### src/sv/bgm_pkg.sv
// shared types, codes and reset constants of the button gesture / mode / led controller
// no dependencies; used by bgm_csr, bgm_engine and the core
`default_nettype none

package bgm_pkg;

   localparam int COUNTER_BITS_DEF = 32;
   localparam int CFG_BITS         = 16;
   localparam int TOTAL_BITS       = 32;
   localparam int ADDR_BITS        = 5;
   localparam int DATA_BITS        = 32;

   // register indexes (byte address / 4)
   localparam logic [2:0] REG_LONG_PRESS  = 3'd0;
   localparam logic [2:0] REG_SHORT_PRESS = 3'd1;
   localparam logic [2:0] REG_BLINK_IDLE  = 3'd2;
   localparam logic [2:0] REG_BLINK_ACT   = 3'd3;
   localparam logic [2:0] REG_BLINK_ALERT = 3'd4;

   localparam logic [CFG_BITS-1:0] LONG_PRESS_RST  = 16'd1000;
   localparam logic [CFG_BITS-1:0] SHORT_PRESS_RST = 16'd50;
   localparam logic [CFG_BITS-1:0] BLINK_IDLE_RST  = 16'd1000;
   localparam logic [CFG_BITS-1:0] BLINK_ACT_RST   = 16'd250;
   localparam logic [CFG_BITS-1:0] BLINK_ALERT_RST = 16'd100;

   localparam logic KIND_TICK = 1'b0;
   localparam logic KIND_CMD  = 1'b1;

   localparam logic [1:0] MODE_IDLE   = 2'd0;
   localparam logic [1:0] MODE_ACTIVE = 2'd1;
   localparam logic [1:0] MODE_ALERT  = 2'd2;
   localparam logic [1:0] MODE_CONFIG = 2'd3;

   localparam logic [1:0] GEST_NONE  = 2'd0;
   localparam logic [1:0] GEST_SHORT = 2'd1;
   localparam logic [1:0] GEST_LONG  = 2'd2;

   typedef enum logic [2:0] {
      PH_IDLE = 3'b001,
      PH_HELD = 3'b010,
      PH_LONG = 3'b100
   } bgm_phase_type;

   typedef struct packed {
      logic [CFG_BITS-1:0] long_press_ticks;
      logic [CFG_BITS-1:0] short_press_ticks;
      logic [CFG_BITS-1:0] blink_idle_ticks;
      logic [CFG_BITS-1:0] blink_active_ticks;
      logic [CFG_BITS-1:0] blink_alert_ticks;
   } bgm_cfg_type;

   typedef struct packed {
      logic                  led_on;
      logic [1:0]            mode;
      logic [1:0]            gesture;
      logic [TOTAL_BITS-1:0] press_count;
      logic [TOTAL_BITS-1:0] command_count;
   } bgm_result_type;

endpackage

`default_nettype wire

### src/sv/bgm_req_if.sv
// input channel: ticks with button level, and mode set commands
// depends on nothing
`default_nettype none

interface bgm_req_if;
   logic       valid;
   logic       ready;
   logic       kind;
   logic       button_level;
   logic [1:0] new_mode;

   modport source (output valid, output kind, output button_level, output new_mode,
                   input ready);
   modport sink   (input valid, input kind, input button_level, input new_mode,
                   output ready);
endinterface

`default_nettype wire

### src/sv/bgm_rsp_if.sv
// result channel: led level, mode, gesture and running totals
// depends on nothing
`default_nettype none

interface bgm_rsp_if;
   logic        valid;
   logic        ready;
   logic        led_on;
   logic [1:0]  mode;
   logic [1:0]  gesture;
   logic [31:0] press_count;
   logic [31:0] command_count;

   modport source (output valid, output led_on, output mode, output gesture,
                   output press_count, output command_count, input ready);
   modport sink   (input valid, input led_on, input mode, input gesture,
                   input press_count, input command_count, output ready);
endinterface

`default_nettype wire

### src/sv/bgm_csr.sv
// apb-style register file for the press thresholds and blink intervals
// depends on bgm_pkg
`default_nettype none

module bgm_csr (
   input  wire logic                          clock,
   input  wire logic                          reset,
   input  wire logic                          csr_psel,
   input  wire logic                          csr_penable,
   input  wire logic                          csr_pwrite,
   input  wire logic [bgm_pkg::ADDR_BITS-1:0] csr_paddr,
   input  wire logic [bgm_pkg::DATA_BITS-1:0] csr_pwdata,
   output logic      [bgm_pkg::DATA_BITS-1:0] csr_prdata,
   output logic                               csr_pready,
   output bgm_pkg::bgm_cfg_type               cfg
);

   bgm_pkg::bgm_cfg_type cfg_ff;
   logic [2:0]           reg_index;
   logic                 wr_en;
   logic [bgm_pkg::CFG_BITS-1:0] wdata;
   logic [bgm_pkg::CFG_BITS-1:0] rdata;

   assign reg_index  = csr_paddr[4:2];
   assign csr_pready = 1'b1;
   assign wr_en      = csr_psel && csr_penable && csr_pwrite;
   assign wdata      = csr_pwdata[bgm_pkg::CFG_BITS-1:0];

   always_ff @(posedge clock) begin
      if (reset) begin
         cfg_ff.long_press_ticks   <= bgm_pkg::LONG_PRESS_RST;
         cfg_ff.short_press_ticks  <= bgm_pkg::SHORT_PRESS_RST;
         cfg_ff.blink_idle_ticks   <= bgm_pkg::BLINK_IDLE_RST;
         cfg_ff.blink_active_ticks <= bgm_pkg::BLINK_ACT_RST;
         cfg_ff.blink_alert_ticks  <= bgm_pkg::BLINK_ALERT_RST;
      end else if (wr_en) begin
         unique case (reg_index)
            bgm_pkg::REG_LONG_PRESS:  cfg_ff.long_press_ticks   <= wdata;
            bgm_pkg::REG_SHORT_PRESS: cfg_ff.short_press_ticks  <= wdata;
            bgm_pkg::REG_BLINK_IDLE:  cfg_ff.blink_idle_ticks   <= wdata;
            bgm_pkg::REG_BLINK_ACT:   cfg_ff.blink_active_ticks <= wdata;
            bgm_pkg::REG_BLINK_ALERT: cfg_ff.blink_alert_ticks  <= wdata;
            default: ;
         endcase
      end
   end

   always_comb begin
      unique case (reg_index)
         bgm_pkg::REG_LONG_PRESS:  rdata = cfg_ff.long_press_ticks;
         bgm_pkg::REG_SHORT_PRESS: rdata = cfg_ff.short_press_ticks;
         bgm_pkg::REG_BLINK_IDLE:  rdata = cfg_ff.blink_idle_ticks;
         bgm_pkg::REG_BLINK_ACT:   rdata = cfg_ff.blink_active_ticks;
         bgm_pkg::REG_BLINK_ALERT: rdata = cfg_ff.blink_alert_ticks;
         default:                  rdata = '0;
      endcase
   end

   assign csr_prdata = {{(bgm_pkg::DATA_BITS-bgm_pkg::CFG_BITS){1'b0}}, rdata};
   assign cfg        = cfg_ff;

endmodule

`default_nettype wire

### src/sv/bgm_engine.sv
// press classifier, mode register and led blinker state; one item per cycle while fire is high
// depends on bgm_pkg
`default_nettype none

module bgm_engine #(
   parameter int COUNTER_BITS = bgm_pkg::COUNTER_BITS_DEF
) (
   input  wire logic                 clock,
   input  wire logic                 reset,
   input  wire logic                 fire,
   input  wire logic                 kind,
   input  wire logic                 button_level,
   input  wire logic [1:0]           new_mode,
   input  wire bgm_pkg::bgm_cfg_type cfg,
   output bgm_pkg::bgm_result_type   result
);

   logic [COUNTER_BITS-1:0] tick_ff, tick_in;
   logic [COUNTER_BITS-1:0] start_ff, start_in;
   logic [COUNTER_BITS-1:0] toggle_ff, toggle_in;
   bgm_pkg::bgm_phase_type  phase_ff, phase_in;
   logic [1:0]              mode_ff, mode_in;
   logic                    led_ff, led_in;
   logic [bgm_pkg::TOTAL_BITS-1:0] press_ff, press_in;
   logic [bgm_pkg::TOTAL_BITS-1:0] cmd_ff, cmd_in;

   logic                    is_tick, released, new_press, check_held;
   logic [COUNTER_BITS-1:0] tick_inc, held, elapsed;
   logic [bgm_pkg::CFG_BITS-1:0] interval;
   logic                    reach_long, reach_short;
   logic [1:0]              gesture;

   assign is_tick  = (kind == bgm_pkg::KIND_TICK);
   assign released = button_level;
   assign tick_inc = tick_ff + COUNTER_BITS'(1);
   assign tick_in  = is_tick ? tick_inc : tick_ff;

   // a press starts whenever the level is low outside the held phases
   assign new_press = (phase_ff != bgm_pkg::PH_HELD) && (phase_ff != bgm_pkg::PH_LONG) &&
                      !released;

   // held time: a press starting on this tick has held zero
   assign held        = new_press ? '0 : (tick_inc - start_ff);
   assign reach_long  = held >= COUNTER_BITS'(cfg.long_press_ticks);
   assign reach_short = held >= COUNTER_BITS'(cfg.short_press_ticks);

   always_comb begin
      check_held = 1'b0;
      start_in   = start_ff;
      phase_in   = phase_ff;
      gesture    = bgm_pkg::GEST_NONE;
      unique case (phase_ff)
         bgm_pkg::PH_HELD: check_held = 1'b1;
         bgm_pkg::PH_LONG: begin
            if (released) phase_in = bgm_pkg::PH_IDLE;
         end
         default: begin
            if (!released) begin
               check_held = 1'b1;
               start_in   = tick_inc;
               phase_in   = bgm_pkg::PH_HELD;
            end
         end
      endcase
      if (check_held) begin
         if (reach_long) begin
            gesture = bgm_pkg::GEST_LONG;
            if (released) begin
               phase_in = bgm_pkg::PH_IDLE;
            end else begin
               phase_in = bgm_pkg::PH_LONG;
            end
         end else if (released) begin
            gesture  = reach_short ? bgm_pkg::GEST_SHORT : bgm_pkg::GEST_NONE;
            phase_in = bgm_pkg::PH_IDLE;
         end
      end
      if (!is_tick) begin
         gesture  = bgm_pkg::GEST_NONE;
         start_in = start_ff;
         phase_in = phase_ff;
      end
   end

   always_comb begin
      mode_in  = mode_ff;
      press_in = press_ff;
      cmd_in   = cmd_ff;
      if (!is_tick) begin
         mode_in = new_mode;
         cmd_in  = cmd_ff + bgm_pkg::TOTAL_BITS'(1);
      end else if (gesture == bgm_pkg::GEST_SHORT) begin
         mode_in  = mode_ff + 2'd1;
         press_in = press_ff + bgm_pkg::TOTAL_BITS'(1);
      end else if (gesture == bgm_pkg::GEST_LONG) begin
         mode_in  = bgm_pkg::MODE_ALERT;
         press_in = press_ff + bgm_pkg::TOTAL_BITS'(1);
      end
   end

   assign elapsed = tick_in - toggle_ff;

   always_comb begin
      case (mode_in)
         bgm_pkg::MODE_IDLE:   interval = cfg.blink_idle_ticks;
         bgm_pkg::MODE_ACTIVE: interval = cfg.blink_active_ticks;
         default:              interval = cfg.blink_alert_ticks;
      endcase
      led_in    = led_ff;
      toggle_in = toggle_ff;
      if (mode_in == bgm_pkg::MODE_CONFIG) begin
         led_in = 1'b1;
      end else if (elapsed >= COUNTER_BITS'(interval)) begin
         led_in    = ~led_ff;
         toggle_in = tick_in;
      end
   end

   always_ff @(posedge clock) begin
      if (reset) begin
         tick_ff   <= '0;
         start_ff  <= '0;
         toggle_ff <= '0;
         phase_ff  <= bgm_pkg::PH_IDLE;
         mode_ff   <= bgm_pkg::MODE_IDLE;
         led_ff    <= 1'b0;
         press_ff  <= '0;
         cmd_ff    <= '0;
      end else if (fire) begin
         tick_ff   <= tick_in;
         start_ff  <= start_in;
         toggle_ff <= toggle_in;
         phase_ff  <= phase_in;
         mode_ff   <= mode_in;
         led_ff    <= led_in;
         press_ff  <= press_in;
         cmd_ff    <= cmd_in;
      end
   end

   assign result.led_on        = led_in;
   assign result.mode          = mode_in;
   assign result.gesture       = gesture;
   assign result.press_count   = press_in;
   assign result.command_count = cmd_in;

endmodule

`default_nettype wire

### src/sv/button_gesture_mode_led_controller_core.sv
// top level of the button gesture / mode / led controller
// depends on bgm_pkg, bgm_req_if, bgm_rsp_if, bgm_csr, bgm_engine
//
// req carries millisecond ticks (kind 0, with the active-low button level) and
// mode set commands (kind 1, with new_mode). every accepted item yields exactly
// one result on rsp: led level, mode, gesture seen on this item, press total and
// command total. thresholds and blink intervals sit in five 16-bit registers on
// the csr apb port at byte addresses 0, 4, 8, 12, 16; write them only while idle.
// an accepted item lands in an input register, the engine evaluates it
// combinationally and the result register holds it: rsp.valid rises once the
// item has passed the input register and the result register, later if rsp
// stalls. one item per cycle sustained while rsp.ready stays high. if rsp
// stalls, the result register holds, the input register fills, and req.ready
// drops until rsp.ready returns.
// reset (synchronous) clears time counters, totals, mode (idle), led (off),
// the press phase and the valid bits of both pipeline registers, and loads the
// registers' defaults (1000, 50, 1000, 250, 100). no clearing pass is needed.
`default_nettype none

module button_gesture_mode_led_controller_core #(
   parameter int COUNTER_BITS = bgm_pkg::COUNTER_BITS_DEF
) (
   input  wire logic                          clock,
   input  wire logic                          reset,
   bgm_req_if.sink                            req,
   bgm_rsp_if.source                          rsp,
   input  wire logic                          csr_psel,
   input  wire logic                          csr_penable,
   input  wire logic                          csr_pwrite,
   input  wire logic [bgm_pkg::ADDR_BITS-1:0] csr_paddr,
   input  wire logic [bgm_pkg::DATA_BITS-1:0] csr_pwdata,
   output logic      [bgm_pkg::DATA_BITS-1:0] csr_prdata,
   output logic                               csr_pready
);

   bgm_pkg::bgm_cfg_type    cfg;
   bgm_pkg::bgm_result_type result;
   bgm_pkg::bgm_result_type rsp_ff;

   logic       in_valid_ff, in_valid_in;
   logic       kind_ff, level_ff;
   logic [1:0] new_mode_ff;
   logic       rsp_valid_ff, rsp_valid_in;
   logic       advance, fire, req_xfer;

   assign advance   = !rsp_valid_ff || rsp.ready;
   assign fire      = in_valid_ff && advance;
   assign req.ready = !in_valid_ff || advance;
   assign req_xfer  = req.valid && req.ready;

   assign in_valid_in  = req_xfer || (in_valid_ff && !advance);
   assign rsp_valid_in = fire || (rsp_valid_ff && !rsp.ready);

   always_ff @(posedge clock) begin
      if (reset) begin
         in_valid_ff  <= 1'b0;
         rsp_valid_ff <= 1'b0;
      end else begin
         in_valid_ff  <= in_valid_in;
         rsp_valid_ff <= rsp_valid_in;
      end
   end

   always_ff @(posedge clock) begin
      if (req_xfer) begin
         kind_ff     <= req.kind;
         level_ff    <= req.button_level;
         new_mode_ff <= req.new_mode;
      end
      if (fire) begin
         rsp_ff <= result;
      end
   end

   bgm_csr u_csr (
      .clock       (clock),
      .reset       (reset),
      .csr_psel    (csr_psel),
      .csr_penable (csr_penable),
      .csr_pwrite  (csr_pwrite),
      .csr_paddr   (csr_paddr),
      .csr_pwdata  (csr_pwdata),
      .csr_prdata  (csr_prdata),
      .csr_pready  (csr_pready),
      .cfg         (cfg)
   );

   bgm_engine #(
      .COUNTER_BITS (COUNTER_BITS)
   ) u_engine (
      .clock        (clock),
      .reset        (reset),
      .fire         (fire),
      .kind         (kind_ff),
      .button_level (level_ff),
      .new_mode     (new_mode_ff),
      .cfg          (cfg),
      .result       (result)
   );

   assign rsp.valid         = rsp_valid_ff;
   assign rsp.led_on        = rsp_ff.led_on;
   assign rsp.mode          = rsp_ff.mode;
   assign rsp.gesture       = rsp_ff.gesture;
   assign rsp.press_count   = rsp_ff.press_count;
   assign rsp.command_count = rsp_ff.command_count;

   // a long press always leaves the block in alert mode
   a_long_alert: assert property (@(posedge clock) disable iff (reset)
      rsp_valid_ff && rsp_ff.gesture == bgm_pkg::GEST_LONG
         |-> rsp_ff.mode == bgm_pkg::MODE_ALERT)
      else $error("long press result not in alert mode");

   // config mode holds the led solid on
   a_config_led: assert property (@(posedge clock) disable iff (reset)
      rsp_valid_ff && rsp_ff.mode == bgm_pkg::MODE_CONFIG |-> rsp_ff.led_on)
      else $error("led off in config mode");

   // a held item in the input register is never dropped
   a_in_hold: assert property (@(posedge clock) disable iff (reset)
      in_valid_ff && !advance |=> in_valid_ff && $stable(kind_ff))
      else $error("stalled input item lost");

   // each engine evaluation shows up as a result the next cycle
   a_fire_rsp: assert property (@(posedge clock) disable iff (reset)
      fire |=> rsp_valid_ff)
      else $error("evaluated item produced no result");

endmodule

`default_nettype wire
### src/flat_wrapper.sv
// flat-port wrapper written by rule: the top's interface ports become plain ports
module button_gesture_mode_led_controller_core_flat 
#(
   parameter int COUNTER_BITS = bgm_pkg::COUNTER_BITS_DEF
)
  (clock, reset, csr_psel, csr_penable, csr_pwrite, csr_paddr, csr_pwdata, csr_prdata, csr_pready, req_valid, req_kind, req_button_level, req_new_mode, req_ready, rsp_valid, rsp_led_on, rsp_mode, rsp_gesture, rsp_press_count, rsp_command_count, rsp_ready);
  bgm_req_if req_i ();
  bgm_rsp_if rsp_i ();
  input  wire logic clock;
  input  wire logic reset;
  input  wire logic csr_psel;
  input  wire logic csr_penable;
  input  wire logic csr_pwrite;
  input  wire logic [bgm_pkg::ADDR_BITS-1:0] csr_paddr;
  input  wire logic [bgm_pkg::DATA_BITS-1:0] csr_pwdata;
  output logic      [bgm_pkg::DATA_BITS-1:0] csr_prdata;
  output logic csr_pready;
  input wire logic [$bits(req_i.valid)-1:0] req_valid;
  input wire logic [$bits(req_i.kind)-1:0] req_kind;
  input wire logic [$bits(req_i.button_level)-1:0] req_button_level;
  input wire logic [$bits(req_i.new_mode)-1:0] req_new_mode;
  output wire logic [$bits(req_i.ready)-1:0] req_ready;
  output wire logic [$bits(rsp_i.valid)-1:0] rsp_valid;
  output wire logic [$bits(rsp_i.led_on)-1:0] rsp_led_on;
  output wire logic [$bits(rsp_i.mode)-1:0] rsp_mode;
  output wire logic [$bits(rsp_i.gesture)-1:0] rsp_gesture;
  output wire logic [$bits(rsp_i.press_count)-1:0] rsp_press_count;
  output wire logic [$bits(rsp_i.command_count)-1:0] rsp_command_count;
  input wire logic [$bits(rsp_i.ready)-1:0] rsp_ready;
  assign req_i.valid = req_valid;
  assign req_i.kind = req_kind;
  assign req_i.button_level = req_button_level;
  assign req_i.new_mode = req_new_mode;
  assign req_ready = req_i.ready;
  assign rsp_valid = rsp_i.valid;
  assign rsp_led_on = rsp_i.led_on;
  assign rsp_mode = rsp_i.mode;
  assign rsp_gesture = rsp_i.gesture;
  assign rsp_press_count = rsp_i.press_count;
  assign rsp_command_count = rsp_i.command_count;
  assign rsp_i.ready = rsp_ready;
  button_gesture_mode_led_controller_core #(.COUNTER_BITS(COUNTER_BITS)) u_core (.clock(clock), .reset(reset), .req(req_i), .rsp(rsp_i), .csr_psel(csr_psel), .csr_penable(csr_penable), .csr_pwrite(csr_pwrite), .csr_paddr(csr_paddr), .csr_pwdata(csr_pwdata), .csr_prdata(csr_prdata), .csr_pready(csr_pready));
endmodule
### config.mk
export PLATFORM = sky130hd
export DESIGN_NAME = button_gesture_mode_led_controller_core_flat
export DESIGN_NICKNAME = d
export VERILOG_FILES = /design/src/sv/bgm_pkg.sv /design/src/sv/bgm_req_if.sv /design/src/sv/bgm_rsp_if.sv /design/src/sv/bgm_csr.sv /design/src/sv/bgm_engine.sv /design/src/sv/button_gesture_mode_led_controller_core.sv /design/src/flat_wrapper.sv
export SDC_FILE = /design/constraint.sdc
export NUM_CORES = 1
export LEC_CHECK = 0
export ABC_AREA = 0
export BUFFER_PORTS_ARGS = -buffer_cell sky130_fd_sc_hd__buf_2
export CAP_MARGIN = 30
export CORE_ASPECT_RATIO = 1.4
export CORE_MARGIN = 2
export CORE_UTILIZATION = 50
export DETAILED_ROUTE_END_ITERATION = 7
export GPL_ROUTABILITY_DRIVEN = 0
export PLACE_DENSITY_LB_ADDON = 0.25
export SLEW_MARGIN = 20
export SYNTH_ARGS = -nofsm -noshare
export SYNTH_HDL_FRONTEND = slang
export SYNTH_SLANG_ARGS = --single-unit
export TNS_END_PERCENT = 30
### constraint.sdc
create_clock -name clock -period 12.37 [get_ports clock]
set_clock_uncertainty 0.2 [all_clocks]
set_input_delay 2.474 -clock clock [delete_from_list [all_inputs] [get_ports clock]]
set_output_delay 2.474 -clock clock [all_outputs]
set_load 0.005 [all_outputs]
== Word level (Yosys, flattened, before mapping) ==
Index checks and enable logic that the tools add are counted.

* Bits in read-only memories: 0
* Word-level logic and storage cells: 104
* Latch bits: 0
* Memory bits (writable): 0
* Input port bits: 48
* Output and inout port bits: 104
* Flip-flop bits (word level): 321
* Memories: 0

* $add $sub $neg: 6
* Multiplexer cells: 27
* Reductions and logical operators: 28
* $lt $le $gt $ge: 3
* Divide/modulo/power cells: 0
* Shift-type cells: 0
* Multiply operators: 0
* Bitwise gates (word level): 5
* Eq/ne operators: 12

{| class="wikitable"
|+ Operators by type and width
! cell !! count
|-
| $mux W32 || 6
|-
| $add A32 B1 Y32 const B || 3
|-
| $ge A32 B16 Y1 || 3
|-
| $pmux W16 S5 || 1
|-
| $sub A32 B32 Y32 || 2
|-
| $pmux W16 S2 || 1
|-
| $mux W3 || 6
|-
| $mux W2 || 6
|-
| $reduce_and A2 Y1 || 6
|-
| $eq A3 B2 Y1 const B || 3
|-
| $logic_and A1 B1 Y1 || 8
|-
| $eq A3 B3 Y1 const B || 2
|-
| $pmux W3 S2 || 1
|-
| $logic_not A1 Y1 || 5
|-
| $mux W1 || 5
|-
| $not A1 Y1 || 5
|-
| $eq A2 B1 Y1 const B || 2
|-
| $eq A2 B2 Y1 const B || 2
|-
| $logic_or A1 B1 Y1 || 4
|-
| $reduce_and A4 Y1 || 1
|-
| $eq A3 B1 Y1 const B || 1
|-
| $logic_not A3 Y1 || 1
|-
| $ne A3 B2 Y1 const B || 1
|-
| $ne A3 B3 Y1 const B || 1
|-
| other kinds (5) || 5
|}

== Logic depth before layout (Yosys ltp) ==
* Depth in word-level cells: 19
* Mapped depth: 45
* Gate-level depth less buffers: 42

== Cells and area by module ==
A second synthesis with hierarchy kept.

* Cells, all modules: 2307
* Area, all modules: 20191.9 um^2

{| class="wikitable"
|+ Modules (own cells, without submodules)
! module !! sequential area each (um^2) !! cells an instance !! area an instance (um^2) !! instances
|-
| bgm_engine || 3323.2 || 1831 || 13943.4 || 1
|-
| bgm_csr || 1601.5 || 393 || 3952.5 || 1
|-
| button_gesture_mode_led_controller_core || 2232.1 || 83 || 2296.0 || 1
|}

== Least setup slack after synthesis ==
No wires, ideal clock.

* Path type: reg2reg
* From: register u_core.u_engine.tick_ff[0]
* To: register u_core.u_engine.toggle_ff[12]
* Buffers on the path: 5
* Required time: 12079 ps
* Clock period less this slack: 9041 ps
* Library setup time: 91 ps
* Stages on the path, launching flop included: 44
* Arrival time: 8750 ps
* Setup slack: 3329 ps
* Cell sequence: dfxtp_1 -> ha_1 -> nand2_1 -> nor2_1 -> and2_0 -> and4_1 -> nand3_1 -> xnor2_1 -> ha_1 -> and4_1 -> or3b_1 -> a21o_1 -> a21o_1 -> and2_1 -> xor2_1 -> nor2_1 -> ha_1 -> nand4_1 -> [8 not listed] -> mux2i_1 -> o21ai_0 -> ha_1 -> nand2b_1 -> a21o_1 -> a21oi_1 -> o21ai_0 -> o2111ai_1 -> a21oi_1 -> a2111oi_0 -> nand4_1 -> a2111oi_2 -> nand4_1 -> and2_1 -> clkbuf_1 -> buf_2 -> clkbuf_1 -> a311oi_1

* Cells in the longest elaborated chain, start to end: 17
* Elaborated cells between the ends (all ways): 24
* Classes of those cells: add/sub: 3; order compare: 3; eq/ne: 4; mux: 11; bitwise: 1; reduce/logical: 2

{| class="wikitable"
|+ RTL lines
! item !! RTL line !! text
|-
| start: declaration || bgm_engine.sv:18 || <nowiki>logic [COUNTER_BITS-1:0] tick_ff, tick_in;</nowiki>
|-
| start signal: assignment || bgm_engine.sv:130 || <nowiki>tick_ff <= tick_in;</nowiki>
|-
| $add A32 B1 Y32 * || bgm_engine.sv:35 || <nowiki>assign tick_inc = tick_ff + COUNTER_BITS'(1);</nowiki>
|-
| via u_core.u_engine.tick_inc[12] || bgm_engine.sv:28 || <nowiki>logic [COUNTER_BITS-1:0] tick_inc, held, elapsed;</nowiki>
|-
| $sub A32 B32 Y32 || bgm_engine.sv:43 || <nowiki>assign held = new_press ? '0 : (tick_inc - start_ff);</nowiki>
|-
| $mux W32 || bgm_engine.sv:43 ||
|-
| $ge A32 B16 Y1 || bgm_engine.sv:45 || <nowiki>assign reach_short = held >= COUNTER_BITS'(cfg.short_press_ticks);</nowiki>
|-
| $mux W1 || bgm_engine.sv:74 || <nowiki>gesture = reach_short ? bgm_pkg::GEST_SHORT : bgm_pkg::GEST_NONE;</nowiki>
|-
| $mux W1 || bgm_engine.sv:73 || <nowiki>end else if (released) begin</nowiki>
|-
| $mux W2 || bgm_engine.sv:66 || <nowiki>if (reach_long) begin</nowiki>
|-
| [2 not listed] || - ||
|-
| $eq A2 B2 Y1 || bgm_engine.sv:95 || <nowiki>end else if (gesture == bgm_pkg::GEST_LONG) begin</nowiki>
|-
| $mux W2 || bgm_engine.sv:95 ||
|-
| $mux W2 || bgm_engine.sv:92 || <nowiki>end else if (gesture == bgm_pkg::GEST_SHORT) begin</nowiki>
|-
| $mux W2 || bgm_engine.sv:89 || <nowiki>if (!is_tick) begin</nowiki>
|-
| $eq A2 B1 Y1 / $logic_not A2 Y1 (equally long branches) || bgm_engine.sv:104 || <nowiki>case (mode_in)</nowiki>
|-
| $pmux W16 S2 || bgm_engine.sv:104 ||
|-
| $ge A32 B16 Y1 || bgm_engine.sv:113 || <nowiki>end else if (elapsed >= COUNTER_BITS'(interval)) begin</nowiki>
|-
| $reduce_and A3 Y1 (no source line) || - ||
|-
| end signal: assignment || bgm_engine.sv:132 || <nowiki>toggle_ff <= toggle_in;</nowiki>
|-
| end: declaration || bgm_engine.sv:20 || <nowiki>logic [COUNTER_BITS-1:0] toggle_ff, toggle_in;</nowiki>
|}

Mark *: on every way through the listed nets, which the timed path passes. The rest lies on a longest branch.
A chain may end at the register's enable or synchronous reset.

== Worst setup path after layout ==
* From: register u_core.u_engine.tick_ff[0]
* To: register u_core.u_engine.toggle_ff[17]

* Cells in the longest elaborated chain, start to end: 17
* Elaborated cells between the ends (all ways): 24
* Classes of those cells: add/sub: 3; order compare: 3; eq/ne: 4; mux: 11; bitwise: 1; reduce/logical: 2

{| class="wikitable"
|+ RTL lines
! item !! RTL line
|-
| $add A32 B1 Y32 * || bgm_engine.sv:35
|-
| via u_core.u_engine.tick_inc[8] || bgm_engine.sv:28
|-
| $sub A32 B32 Y32 || bgm_engine.sv:43
|-
| $mux W32 || bgm_engine.sv:43
|-
| $ge A32 B16 Y1 || bgm_engine.sv:45
|-
| $mux W1 || bgm_engine.sv:74
|-
| $mux W1 || bgm_engine.sv:73
|-
| $mux W2 || bgm_engine.sv:66
|-
| [2 not listed] || -
|-
| $eq A2 B2 Y1 || bgm_engine.sv:95
|-
| $mux W2 || bgm_engine.sv:95
|-
| $mux W2 || bgm_engine.sv:92
|-
| $mux W2 || bgm_engine.sv:89
|-
| $eq A2 B1 Y1 / $logic_not A2 Y1 (equally long branches) || bgm_engine.sv:104
|-
| $pmux W16 S2 || bgm_engine.sv:104
|-
| $ge A32 B16 Y1 || bgm_engine.sv:113
|-
| $reduce_and A3 Y1 (no source line) * || -
|}

Marked as above.

==> results.cfg <==
[critical_path]
crit_fanout = 18
start_kind = register
critical_path.top_delay_family = compound AO/OA/AOI/OAI gates
r2r-end = u_core.u_engine.toggle_ff[17]
ff2ff_path_depth = 40
reg2reg_from = u_core.u_engine.tick_ff[0]
cp.required_ps = 12650
criticalPathCategory = reg2reg
worstSetupEndpointType = register
arrival_ps = 11580
slowest_stage = a221oi_1
ff2ff_setup_slack_ps = 1080
critPathBufInv = 3
cp_slowest_stage_delay_ps = 520

[final_layout]
drive_above_1_share_pct = 9.02
syn2layout_area_growth_pct = 10.3
fill_cells = 3681
nNetsFinal = 2675
final-seq-area_sq_um = 7160
fin_cells = 3068
multi_input_area_sq_um = 11700
antenna_cells = 0

[cts]
cts.reportedPaths.clkPinSlew_ps = 60
insertion_delay_ps = 540
cts_tree = done
cts_buffers = 36
root_buffer = clkbuf_16
postCtsSetupBuffers = 0
cts_resized = 0
holdBufCountCts = 0
cts_buffer_depth = 3
clock-sinks = 321
h-tree-depth = 2

[routing]
avgViaCountPerCell = 5.73
drt-initial-drc-count = 1491
wl_microns = 52300
drtAntennaViolNets = 0
wl_per_cell_microns = 17.0
via_count = 17600
drt-pass1-iter-count = 6
post-route-drc-count = 0

[timing]
finalHoldWorstSlack_ps = 268
slew_violations = 0
rsz0062_at_grt = no
setup_viol_count_final = 0
period_needed_ps = 11290
period_share_pct = 91.3
timing_hold_violations_final = 0
worstMarginPinSlew_ps = 968
fin_tns_setup_ps = 0
max_freq_ghz = 0.0885
slew_headroom_pct = 35.5

[yosys]
ys_top_cells_by_count = nand2_1 (312), nor2_1 (268), dfxtp_1 (248), a21oi_1 (231), inv_1 (141)
synthTopCellsByArea = dfxtp_1 (25%), edfxtp_1 (11%), ha_1 (7.1%), nand2_1 (5.9%), a21oi_1 (5.8%)
synth_top_family_by_area = simple AND/OR/NAND/NOR gates
synth-simple-area-share_pct = 21.0
syn_area_per_cell_sq_um = 8.09
yosys.cell_types.count = 77
yosys.area.top_type_share_pct = 24.8
synth-edff-count = 73
yosys_warnings = 0
seq_area_frac_synth_pct = 35.8
synth_xor_area_share_pct = 10.1
async_flop_share_pct = 0
synth_seq_cells = 321
synth_compound_area_share_pct = 16.5
syn_inst = 2470
synth_area_leader_cell = dfxtp_1
synth_area_sq_um = 20000
yosysMostFrequentCell = nand2_1
synth.area.mux_share_pct = 3.19
ys.flop_type = dfxtp_1
yosys.area_share.adder_pct = 7.27

[global_routing]
antenna_found_initial = 0
track_usage_pct = 24.5
grt_max_degree = 88
first_global_vias = 16600
overflow = 0
grt_pass1_wl_microns = 83600

[job]
drv_cap = 0

[power_and_ir_drop]
p_leak_nw = 8.91
powerDensity_nw_per_um2 = 115
vdd_drop_max_v = 0.000106

[placed_design]
post-place-cells = 2998
post-dp-hpwl_microns = 37800
io_buffers = 116

[die]
num_io_pins = 152
die_h_microns = 241
start_util_pct = 50.8
design.core.area_sq_um = 39400
dieArea_sq_um = 41600
rows = 86
die-width_microns = 173

[min_path]
min_path_cells = 2
worstHoldEndpoint = u_core.u_csr.cfg[43]
min_path_type = reg2reg
worstHoldStart = u_core.u_csr.cfg[43]

[run_status]
outcome = finished, final reports clean
==> power breakdown <==
part	leakage, nW	total [mW]	internal (mW)	switching [mW]
logic	5.68	0.332	0.127	0.205
clock network	0.575	1.09	0.648	0.441
registers	2.66	1.11	1.09	0.0120
==> through the flow <==
step           util [%]  worst slack (ps)  total power [mW]  instance area (sq um)
2_1_floorplan         -              3330              1.36                  20000
3_3_place_gp       52.8              1310              1.45                  20800
3_5_place_dp       52.8              1100              1.45                  20800
4_1_cts            55.9              1070              2.54                  22000
5_1_grt            56.0               301              2.62                  22000
6_report           56.0              1080              2.53                  22000
==> layer usage <==
metal	routed length, microns	global-route usage [%]
met1	21200	28.4
met2	25700	44.1
met3	2540	2.76
met4	2860	13.5
met5	0	0
==> how the worst max path moves through the flow <==
| stage | startpoint | end | cells past startpoint |
|---|---|---|---|
| floorplan | u_core.u_engine.tick_ff[0] | u_core.u_engine.toggle_ff[12] | 43 |
| global placement | u_core.u_engine.tick_ff[0] | u_core.u_engine.toggle_ff[17] | 38 |
| detailed placement | u_core.u_engine.tick_ff[0] | u_core.u_engine.toggle_ff[17] | 39 |
| CTS | u_core.u_engine.tick_ff[0] | u_core.u_engine.toggle_ff[17] | 39 |
| global route | u_core.u_engine.tick_ff[0] | u_core.u_engine.toggle_ff[17] | 40 |
| finish | u_core.u_engine.tick_ff[0] | u_core.u_engine.toggle_ff[17] | 40 |
==> cell usage in the layout (no fill, tap or decap), types with 20 or more instances in the layout <==
cell,count
o21ai_0,76
nand4_1,41
nor4_1,20
o211ai_1,22
a311oi_1,24
ha_1,113
buf_2,115
buf_4,24
nand2_1,312
inv_1,140
a21oi_1,231
nand3_1,70
and3_1,25
nand2b_1,27
xnor2_1,125
clkbuf_16,38
xor2_1,106
or3_1,36
nor3_1,44
mux2i_1,58
edfxtp_1,73
a211oi_1,21
nor2_1,268
dfxtp_1,248
a21o_1,36
==> worst reg2reg max path: cells and delay by family, from the launching register on <==
family / cells / cell delay (ps)
xor gates and xnor gates: 2 / 550
AOI/OAI and AO/OA: 14 / 4070
DFF: 1 / 500
and+or+nand+nor: 16 / 3800
adders and majority gates: 4 / 1250
buffers and inverters: 3 / 670
muxes: 1 / 190
==> cell families after synthesis <==
logic type               after synthesis
buffers and inverters                299
AND/OR/NAND/NOR                      915
XOR/XNOR                             231
multiplexers                          63
AO/OA/AOI/OAI                        524
other                                  2
flip-flops                           321
adder cells (fa/ha/maj)              115
==> flip-flops by register name, indices dropped and copies added, names as in the netlist, 2 cells and up <==
register,cells
u_core.new_mode_ff,2
u_core.rsp.command_count,32
u_core.rsp.gesture,2
u_core.rsp.mode,2
u_core.rsp.press_count,32
u_core.u_csr.cfg,80
u_core.u_engine.cmd_ff,32
u_core.u_engine.mode_ff,2
u_core.u_engine.phase_ff,3
u_core.u_engine.press_ff,32
u_core.u_engine.start_ff,32
u_core.u_engine.tick_ff,32
u_core.u_engine.toggle_ff,32
==> final cells by class <==
type                            count  area share [%]
Clock buffer                       54            4.72
Inverter                          144            2.46
Sequential cell                   321            32.5
Clock inverter                     12           0.692
Tap cell                          528            3.00
Timing Repair Buffer              144            3.67
Multi-Input combinational cell   1865            53.0
(Power assumes the default switching activity.)
